===== config.mk =====
export PLATFORM = sky130hd
export DESIGN_NAME = base64url_codec_core_flat
export DESIGN_NICKNAME = d
export VERILOG_FILES = /design/src/rtl/b64u_pkg.sv /design/src/rtl/b64u_in_if.sv /design/src/rtl/b64u_out_if.sv /design/src/rtl/b64u_engine.sv /design/src/rtl/b64u_rfifo.sv /design/src/rtl/base64url_codec_core.sv /design/src/flat_wrapper.sv
export SDC_FILE = /design/constraint.sdc
export NUM_CORES = 1
export LEC_CHECK = 0
export ABC_CLOCK_PERIOD_IN_PS = 7800
export BUFFER_PORTS_ARGS = -buffer_cell sky130_fd_sc_hd__clkbuf_2
export CORE_MARGIN = 5
export CORE_UTILIZATION = 42
export DETAILED_ROUTE_END_ITERATION = 7
export PLACE_DENSITY = 0.54
export SLEW_MARGIN = 0
export SYNTH_ARGS = -nofsm -noshare
export SYNTH_HDL_FRONTEND = slang
export SYNTH_SLANG_ARGS = --single-unit

===== constraint.sdc =====
create_clock -name clk -period 7.8 [get_ports clk]
set_input_delay 1.17 -clock clk [delete_from_list [all_inputs] [get_ports clk]]
set_output_delay 1.17 -clock clk [all_outputs]
set_load 0.005 [all_outputs]

===== src/rtl/b64u_pkg.sv =====
// Types, character constants and alphabet functions of the base64url codec.
// Used by the channel interfaces and by the engine, result queue and core modules.
package b64u_pkg;

  localparam int unsigned BYTE_W    = 8;
  localparam int unsigned RES_DEPTH = 4;
  localparam int unsigned RES_AW    = 2;
  localparam int unsigned RES_CW    = 3;

  localparam logic MODE_ENCODE = 1'b0;
  localparam logic MODE_DECODE = 1'b1;

  localparam logic [7:0] CH_UP_A  = 8'h41;
  localparam logic [7:0] CH_UP_Z  = 8'h5A;
  localparam logic [7:0] CH_LO_A  = 8'h61;
  localparam logic [7:0] CH_LO_Z  = 8'h7A;
  localparam logic [7:0] CH_ZERO  = 8'h30;
  localparam logic [7:0] CH_NINE  = 8'h39;
  localparam logic [7:0] CH_DASH  = 8'h2D;
  localparam logic [7:0] CH_PLUS  = 8'h2B;
  localparam logic [7:0] CH_UNDER = 8'h5F;
  localparam logic [7:0] CH_SLASH = 8'h2F;

  typedef struct packed {
    logic [7:0] data;
    logic       dvalid;
    logic       last;
    logic       err;
  } b64u_res_t;

  typedef struct packed {
    logic [1:0] cnt;
    b64u_res_t  r0;
    b64u_res_t  r1;
  } b64u_push_t;

  function automatic logic [7:0] enc_char(input logic [5:0] v);
    logic [7:0] ve;
    ve = {2'b00, v};
    priority if (v < 6'd26) begin
      return CH_UP_A + ve;
    end else if (v < 6'd52) begin
      return CH_LO_A + ve - 8'd26;
    end else if (v < 6'd62) begin
      return CH_ZERO + ve - 8'd52;
    end else if (v == 6'd62) begin
      return CH_DASH;
    end else begin
      return CH_UNDER;
    end
  endfunction

  // Returns {ok, value}; ok is low for characters outside both alphabets.
  function automatic logic [6:0] dec_char(input logic [7:0] c);
    logic [7:0] t;
    t = 8'd0;
    priority if (c >= CH_UP_A && c <= CH_UP_Z) begin
      t = c - CH_UP_A;
      return {1'b1, t[5:0]};
    end else if (c >= CH_LO_A && c <= CH_LO_Z) begin
      t = c - CH_LO_A + 8'd26;
      return {1'b1, t[5:0]};
    end else if (c >= CH_ZERO && c <= CH_NINE) begin
      t = c - CH_ZERO + 8'd52;
      return {1'b1, t[5:0]};
    end else if (c == CH_DASH || c == CH_PLUS) begin
      return {1'b1, 6'd62};
    end else if (c == CH_UNDER || c == CH_SLASH) begin
      return {1'b1, 6'd63};
    end else begin
      return {1'b0, t[5:0]};
    end
  endfunction

endpackage


===== src/rtl/b64u_in_if.sv =====
// Input channel of the base64url codec: handshake plus one input word.
// Depends on b64u_pkg for the byte width.
interface b64u_in_if;
  import b64u_pkg::*;
  logic              valid;
  logic              ready;
  logic [BYTE_W-1:0] in_byte;
  logic              in_last;

  modport source (output valid, in_byte, in_last, input ready);
  modport sink (input valid, in_byte, in_last, output ready);
endinterface


===== src/rtl/b64u_out_if.sv =====
// Result channel of the base64url codec: handshake plus one result word.
// Depends on b64u_pkg for the byte width.
interface b64u_out_if;
  import b64u_pkg::*;
  logic              valid;
  logic              ready;
  logic [BYTE_W-1:0] out_byte;
  logic              out_valid;
  logic              out_last;
  logic              out_error;

  modport source (output valid, out_byte, out_valid, out_last, out_error, input ready);
  modport sink (input valid, out_byte, out_valid, out_last, out_error, output ready);
endinterface


===== src/rtl/b64u_engine.sv =====
// Codec step logic and stream state (bit store, bit count, discard flag, mode).
// Depends on b64u_pkg; produces up to two result words per accepted input word.
module b64u_engine (
  input  logic                 clk,
  input  logic                 rst_n,
  input  logic                 cfg_we,
  input  logic                 cfg_wdata,
  input  logic                 fire,
  input  logic [7:0]           in_byte,
  input  logic                 in_last,
  output b64u_pkg::b64u_push_t push
);
  import b64u_pkg::*;

  logic        mode_r;
  logic [11:0] store_r, store_nxt;
  logic [3:0]  held_r, held_nxt;
  logic        disc_r, disc_nxt;

  logic [2:0]  e_held;
  logic [11:0] e_val;
  logic [3:0]  e_bits;
  logic        e_two;
  logic [5:0]  e_ix0;
  logic [3:0]  e_rem;
  logic [11:0] e_store;
  logic [11:0] e_flush_w;
  logic        e_has_flush;

  logic        d_ok;
  logic [5:0]  d_v;
  logic [2:0]  d_held;
  logic [11:0] d_val;
  logic [3:0]  d_bits;
  logic        d_full;
  logic [3:0]  d_rem;
  logic [11:0] d_shift;
  logic [11:0] d_store;

  always_comb begin
    e_held      = (held_r > 4'd4) ? 3'd4 : held_r[2:0];
    e_val       = {store_r[3:0], in_byte};
    e_bits      = {1'b0, e_held} + 4'd8;
    e_two       = (e_bits >= 4'd12);
    e_ix0       = 6'(e_val >> (e_bits - 4'd6));
    e_rem       = e_two ? (e_bits - 4'd12) : (e_bits - 4'd6);
    e_store     = e_val & ((12'd1 << e_rem) - 12'd1);
    e_flush_w   = e_store << (4'd6 - e_rem);
    e_has_flush = in_last && (e_rem != 4'd0) && !e_two;
  end

  always_comb begin
    {d_ok, d_v} = dec_char(in_byte);
    d_held      = (held_r > 4'd6) ? 3'd6 : held_r[2:0];
    d_val       = {store_r[5:0], d_v};
    d_bits      = {1'b0, d_held} + 4'd6;
    d_full      = (d_bits >= 4'd8);
    d_rem       = d_full ? (d_bits - 4'd8) : d_bits;
    d_shift     = d_val >> d_rem;
    d_store     = d_val & ((12'd1 << d_rem) - 12'd1);
  end

  always_comb begin
    push      = '0;
    store_nxt = store_r;
    held_nxt  = held_r;
    disc_nxt  = disc_r;
    if (fire) begin
      if (mode_r == MODE_ENCODE) begin
        push.r0 = '{data: enc_char(e_ix0), dvalid: 1'b1, last: 1'b0, err: 1'b0};
        push.r1 = '{data: e_two ? enc_char(e_val[5:0]) : enc_char(e_flush_w[5:0]),
                    dvalid: 1'b1, last: in_last, err: 1'b0};
        if (e_two || e_has_flush) begin
          push.cnt = 2'd2;
        end else begin
          push.cnt     = 2'd1;
          push.r0.last = in_last;
        end
        store_nxt = in_last ? 12'd0 : e_store;
        held_nxt  = in_last ? 4'd0 : e_rem;
      end else if (disc_r) begin
        if (in_last) begin
          store_nxt = 12'd0;
          held_nxt  = 4'd0;
          disc_nxt  = 1'b0;
        end
      end else if (!d_ok) begin
        push.cnt  = 2'd1;
        push.r0   = '{data: 8'd0, dvalid: 1'b0, last: 1'b1, err: 1'b1};
        store_nxt = 12'd0;
        held_nxt  = 4'd0;
        disc_nxt  = !in_last;
      end else begin
        if (d_full) begin
          push.cnt = 2'd1;
          push.r0  = '{data: d_shift[7:0], dvalid: 1'b1, last: in_last, err: 1'b0};
        end else if (in_last) begin
          push.cnt = 2'd1;
          push.r0  = '{data: 8'd0, dvalid: 1'b0, last: 1'b1, err: 1'b0};
        end
        store_nxt = in_last ? 12'd0 : d_store;
        held_nxt  = in_last ? 4'd0 : d_rem;
      end
    end
  end

  always_ff @(posedge clk) begin
    if (!rst_n) begin
      mode_r  <= MODE_ENCODE;
      store_r <= 12'd0;
      held_r  <= 4'd0;
      disc_r  <= 1'b0;
    end else if (cfg_we) begin
      mode_r  <= cfg_wdata;
      store_r <= 12'd0;
      held_r  <= 4'd0;
      disc_r  <= 1'b0;
    end else begin
      store_r <= store_nxt;
      held_r  <= held_nxt;
      disc_r  <= disc_nxt;
    end
  end

endmodule


===== src/rtl/b64u_rfifo.sv =====
// Result queue of the base64url codec: takes up to two words per cycle, gives one while head_ready is high.
// Depends on b64u_pkg for the result word type and the queue depth.
module b64u_rfifo (
  input  logic                 clk,
  input  logic                 rst_n,
  input  b64u_pkg::b64u_push_t push,
  output logic                 space,
  output logic                 head_valid,
  input  logic                 head_ready,
  output b64u_pkg::b64u_res_t  head
);
  import b64u_pkg::*;

  b64u_res_t         mem_r [RES_DEPTH];
  logic [RES_AW-1:0] wr_ptr_r, rd_ptr_r;
  logic [RES_CW-1:0] count_r, count_nxt;
  logic              pop;
  logic [RES_AW-1:0] wr_ptr_1;

  assign head_valid = (count_r != '0);
  assign head       = mem_r[rd_ptr_r];
  assign space      = (count_r <= RES_CW'(RES_DEPTH - 2));
  assign pop        = head_valid && head_ready;
  assign wr_ptr_1   = wr_ptr_r + 1'b1;
  assign count_nxt  = count_r + {1'b0, push.cnt} - {{(RES_CW-1){1'b0}}, pop};

  always_ff @(posedge clk) begin
    if (push.cnt != 2'd0) begin
      mem_r[wr_ptr_r] <= push.r0;
    end
    if (push.cnt == 2'd2) begin
      mem_r[wr_ptr_1] <= push.r1;
    end
  end

  always_ff @(posedge clk) begin
    if (!rst_n) begin
      wr_ptr_r <= '0;
      rd_ptr_r <= '0;
      count_r  <= '0;
    end else begin
      wr_ptr_r <= wr_ptr_r + RES_AW'(push.cnt);
      rd_ptr_r <= rd_ptr_r + RES_AW'(pop);
      count_r  <= count_nxt;
    end
  end

endmodule


===== src/rtl/base64url_codec_core.sv =====
// Each result word is registered in the result queue before it is offered on the result channel.
// Input words are taken one per cycle while each yields at most one result and the
// one result channel keeps pace; bytes that encode to two characters can stall the input.
// A four-entry result queue takes new words while earlier results wait to be taken.
// Reset is synchronous and active low; it clears the mode to encode and empties all state.
module base64url_codec_core (
  input  logic            clk,
  input  logic            rst_n,
  input  logic            cfg_we,
  input  logic            cfg_wdata,
  b64u_in_if.sink         in_ch,
  b64u_out_if.source      out_ch
);
  import b64u_pkg::*;

  b64u_push_t push;
  b64u_res_t  head;
  logic       space;
  logic       fire;

  assign in_ch.ready = space;
  assign fire        = in_ch.valid && space;

  b64u_engine u_engine (
    .clk       (clk),
    .rst_n     (rst_n),
    .cfg_we    (cfg_we),
    .cfg_wdata (cfg_wdata),
    .fire      (fire),
    .in_byte   (in_ch.in_byte),
    .in_last   (in_ch.in_last),
    .push      (push)
  );

  b64u_rfifo u_rfifo (
    .clk        (clk),
    .rst_n      (rst_n),
    .push       (push),
    .space      (space),
    .head_valid (out_ch.valid),
    .head_ready (out_ch.ready),
    .head       (head)
  );

  assign out_ch.out_byte  = head.data;
  assign out_ch.out_valid = head.dvalid;
  assign out_ch.out_last  = head.last;
  assign out_ch.out_error = head.err;

endmodule


===== src/flat_wrapper.sv =====
// flat-port wrapper written by rule: the top's interface ports become plain ports
module base64url_codec_core_flat import b64u_pkg::*;
  (clk, rst_n, cfg_we, cfg_wdata, in_ch_valid, in_ch_in_byte, in_ch_in_last, in_ch_ready, out_ch_valid, out_ch_out_byte, out_ch_out_valid, out_ch_out_last, out_ch_out_error, out_ch_ready);
  b64u_in_if in_ch_i ();
  b64u_out_if out_ch_i ();
  input  logic clk;
  input  logic rst_n;
  input  logic cfg_we;
  input  logic cfg_wdata;
  input wire logic [$bits(in_ch_i.valid)-1:0] in_ch_valid;
  input wire logic [$bits(in_ch_i.in_byte)-1:0] in_ch_in_byte;
  input wire logic [$bits(in_ch_i.in_last)-1:0] in_ch_in_last;
  output wire logic [$bits(in_ch_i.ready)-1:0] in_ch_ready;
  output wire logic [$bits(out_ch_i.valid)-1:0] out_ch_valid;
  output wire logic [$bits(out_ch_i.out_byte)-1:0] out_ch_out_byte;
  output wire logic [$bits(out_ch_i.out_valid)-1:0] out_ch_out_valid;
  output wire logic [$bits(out_ch_i.out_last)-1:0] out_ch_out_last;
  output wire logic [$bits(out_ch_i.out_error)-1:0] out_ch_out_error;
  input wire logic [$bits(out_ch_i.ready)-1:0] out_ch_ready;
  assign in_ch_i.valid = in_ch_valid;
  assign in_ch_i.in_byte = in_ch_in_byte;
  assign in_ch_i.in_last = in_ch_in_last;
  assign in_ch_ready = in_ch_i.ready;
  assign out_ch_valid = out_ch_i.valid;
  assign out_ch_out_byte = out_ch_i.out_byte;
  assign out_ch_out_valid = out_ch_i.out_valid;
  assign out_ch_out_last = out_ch_i.out_last;
  assign out_ch_out_error = out_ch_i.out_error;
  assign out_ch_i.ready = out_ch_ready;
  base64url_codec_core u_core (.clk(clk), .rst_n(rst_n), .cfg_we(cfg_we), .cfg_wdata(cfg_wdata), .in_ch(in_ch_i), .out_ch(out_ch_i));
endmodule

==> summary.txt <==
Clock tree
  • Clk sinks: 63
  • Clk slew on worst S/H paths: approximately 0.06 ns
  • H-Tree Level Count: 3
  • CTS tree: built
  • Postcts setup bufs: 0
  • CTS Hold Bufs: 0
  • Post-cts resize count: 0
  • Clock root buffer: clkbuf_16
  • Clock Latency Late Sink: around 0.33 ns
  • Clock tree buffer depth: 2
  • Cts bufs inserted: 9

Floorplan
  • Die height: approximately 130 µm
  • Num rows: 45
  • Core Region: around 15000 µm²
  • Initial Util: between 40 and 50%
  • Ports: 28
  • Die ar.: about 18000 µm²
  • Die W: 135 µm

Routing
  • WL/cell: ~22 µm
  • DRT iter0 DRCs: approximately 690
  • DRT Pass-1 Iters: 5
  • Via count: 6615
  • ANT nets after route: 0
  • # DRC: 0
  • WL final: approximately 22000 µm
  • Vias/cell: between 6 and 7

Critical path
  • Crit-path max cell delay: a little over 0.8 ns
  • Crit path DAT: 6.33 ns
  • CP required: roughly 7.9 ns
  • Crit Path Category: reg2reg
  • Slowest cell on the critical path: dfxtp_1
  • CP Cell Sequence: or3b_1 > inv_2 > ha_1 > or3b_2 > nand4b_1 > ha_1 > nor2b_1 > o21ai_0 > a311oi_2 > inv_1 > ha_1 > and2_1 > a21oi_1 > o21ai_2 > mux2_2 > nor3_1 > o22ai_1
  • Crit path launch type: flip-flop
  • CP endpoint kind: flip-flop
  • Most used cell, CP: ha_1
  • Crit path max fanout: 23

Global route
  • M3 GR Usage: under 10%
  • Largest net degree at the start of global routing: 32
  • GR peak layer: met2
  • GRT Overall Usage: a little under a quarter
  • Initial antenna violation count: 0
  • Vias in the first global route: between 6000 and 7000
  • Grt ovf: 0
  • GRT met2 Usage: a little under two fifths
  • First-pass GRT wire length: between 30000 and 40000 µm
  • Met1 usage: around 33%

Timing
  • RSZ-0062 raised after global routing: false
  • Fin Hold WS: ~0.46 ns
  • Max Freq: approximately 0.16 GHz
  • Setup Viol. Count Final: 0
  • Least-Margin Pin Slew: roughly 1.1 ns
  • Endpoints failing hold: 0
  • Slew Viols, Final: 0
  • Min Tclk post-route: between 6 and 7 ns
  • Max_slew headroom: 25.9%
  • Final Skew: roughly 0.004 ns
  • Final WS setup: between 1.5 and 2 ns
  • Setup_tns: 0 ns
  • Fin crit share: between 80% and 90%

Place
  • DP Area: 6680 µm²
  • Routability cong.: roughly 0.93
  • HPWL Detailed: 15900 µm
  • IO buf count: 27
  • Setup WS pre-CTS: roughly 1.7 ns

Run status
  • Status: finished, final reports clean

Synth
  • Yosys cell types: 93
  • Post-synthesis net count: roughly 840
  • Synth cell count leaders: 66 x nor2_1, 62 x nand2_1, 43 x a21oi_1, 43 x o21ai_0, 40 x edfxtp_1
  • Top-count cell post-synth: nor2_1
  • Predominant post-synthesis flop cell: edfxtp_1
  • Dominant cell type by area after synthesis: edfxtp_1
  • Yosys reg bits: 63
  • Syn_area_per_cell: roughly 8 µm²
  • Post-synth ARST share: 0%
  • Synth warn: 0
  • Mapped Cells: between 700 and 800
  • Ranking of synthesized cells by area: edfxtp_1 18%, dfxtp_1 7.0%, ha_1 5.2%, mux4_2 4.1%, nor2_1 3.8%
  • Synthesized area: between 6000 and 7000 µm²
  • Post-synth top area share: 18.4%
  • Sequential-to-total area share from yosys stat: between 20% and 30%
  • Post-synth EDFFs: 40

Min path
  • Worst hold-check path type: reg2reg

Cells and area
  • Nets: approximately 820
  • Ratio of cells with drive above 1 in the final layout: a little under an eighth
  • Filler cells: 1530
  • Final instance area: 6960 µm²
  • Synthesis-to-layout area growth: 6.55%
  • Antenna Diode Count: 0

Power
  • Max rail drop VDD: around 0.09 mV
  • P per Cell Area: around 220 nW/µm²
  • Lkg Pwr: around 2.4 nW

Run
  • Max Cap Viol: 0
critical path: cells and delay by family (launching register included):
kind                     cells  cell delay (ns)
adder cells (fa/ha/maj)      3             1.13
multiplexers                 1             0.31
AND/OR/NAND/NOR              6             1.97
AO/OA/AOI/OAI                5             1.34
flip-flops                   1             0.82
buffers and inverters        2             0.43
cells by family after synthesis:
kind of cell | Yosys count | synth area share [%]
simple gates | 293 | 23.3
mux | 43 | 9.10
compound gates | 256 | 27.9
fa+ha+maj | 28 | 5.48
flops | 63 | 25.4
buf+inv | 98 | 6.47
xor+xnor | 17 | 2.28
layer usage:
| layer | part of all wire, % | routed length [µm] | up-vias |
|---|---|---|---|
| li1 | - | - | 3016 |
| met1 | 44 | 9660 | 3261 |
| met2 | 47 | 10400 | 314 |
| met5 | 0 | 0 | - |
| met4 | 1.3 | 285 | 0 |
| met3 | 7.3 | 1600 | 24 |
flip-flops by register name, indices dropped and copies added (netlist names):
signal and flops:
u_core.u_rfifo.mem_r 44, u_core.u_engine.store_r 6, u_core.u_engine.held_r 4, u_core.u_rfifo.count_r 3
u_core.u_rfifo.rd_ptr_r 2, u_core.u_rfifo.wr_ptr_r 2, u_core.u_engine.disc_r 1, u_core.u_engine.mode_r 1
through the flow:
stage               cells  utilization [%]  power [mW]
floorplan             798                -       0.961
global placement      979             43.7        1.15
finish                994             45.6        1.55
CTS                   994             45.6        1.55
detailed placement    979             43.7        1.16
global route          994             45.6        1.64
layout by cell type, fill, tap and decap left out, types with 11 or more instances in the layout:
cell / netlist / layout
a211oi_1: 12 / 12
a21oi_1: 43 / 43
and2_1: 17 / 17
clkbuf_2: 0 / 27
dfxtp_1: 23 / 23
edfxtp_1: 40 / 40
ha_1: 27 / 27
inv_1: 35 / 35
mux2i_1: 23 / 23
mux4_2: 12 / 12
nand2_1: 62 / 62
nand2b_1: 12 / 12
nand3_1: 33 / 33
nor2_1: 66 / 66
nor2b_1: 12 / 12
nor3_1: 24 / 24
o21ai_0: 43 / 43
o22ai_1: 34 / 34
xnor2_1: 11 / 11
power by group:
group	internal [mW]	leakage, nW	switching (mW)	total (mW)
sequential	0.418	0.561	0.0543	0.472
clock	0.244	0.133	0.150	0.394
combinational	0.263	1.71	0.424	0.687
total	0.925	2.41	0.628	1.55
path summary, 6_finish.rpt:
kind | start | end | slack, ns | depth (start not counted)
worst min-delay path | u_core.u_rfifo.mem_r[2][0] | u_core.u_rfifo.mem_r[2][0] | 0.46 | 2
worst max register to register | u_core.u_engine.held_r[1] | u_core.u_rfifo.mem_r[0][5] | 1.53 | 17
worst max-delay path | u_core.u_engine.held_r[1] | u_core.u_rfifo.mem_r[0][5] | 1.53 | 17
worst min register to register | u_core.u_rfifo.mem_r[2][0] | u_core.u_rfifo.mem_r[2][0] | 0.46 | 2
final cells by class:
type | instances | area, µm² | share of cell area (%)
Clock buffer | 9 | 225 | 3.24
Inverter | 38 | 143 | 2.05
Clock inverter | 6 | 61.3 | 0.881
Timing Repair Buffer | 30 | 158 | 2.26
Tap cell | 211 | 264 | 3.79
Multi-Input combinational cell | 637 | 4450 | 63.9
Sequential cell | 63 | 1660 | 23.9
(Power assumes the default switching activity.)
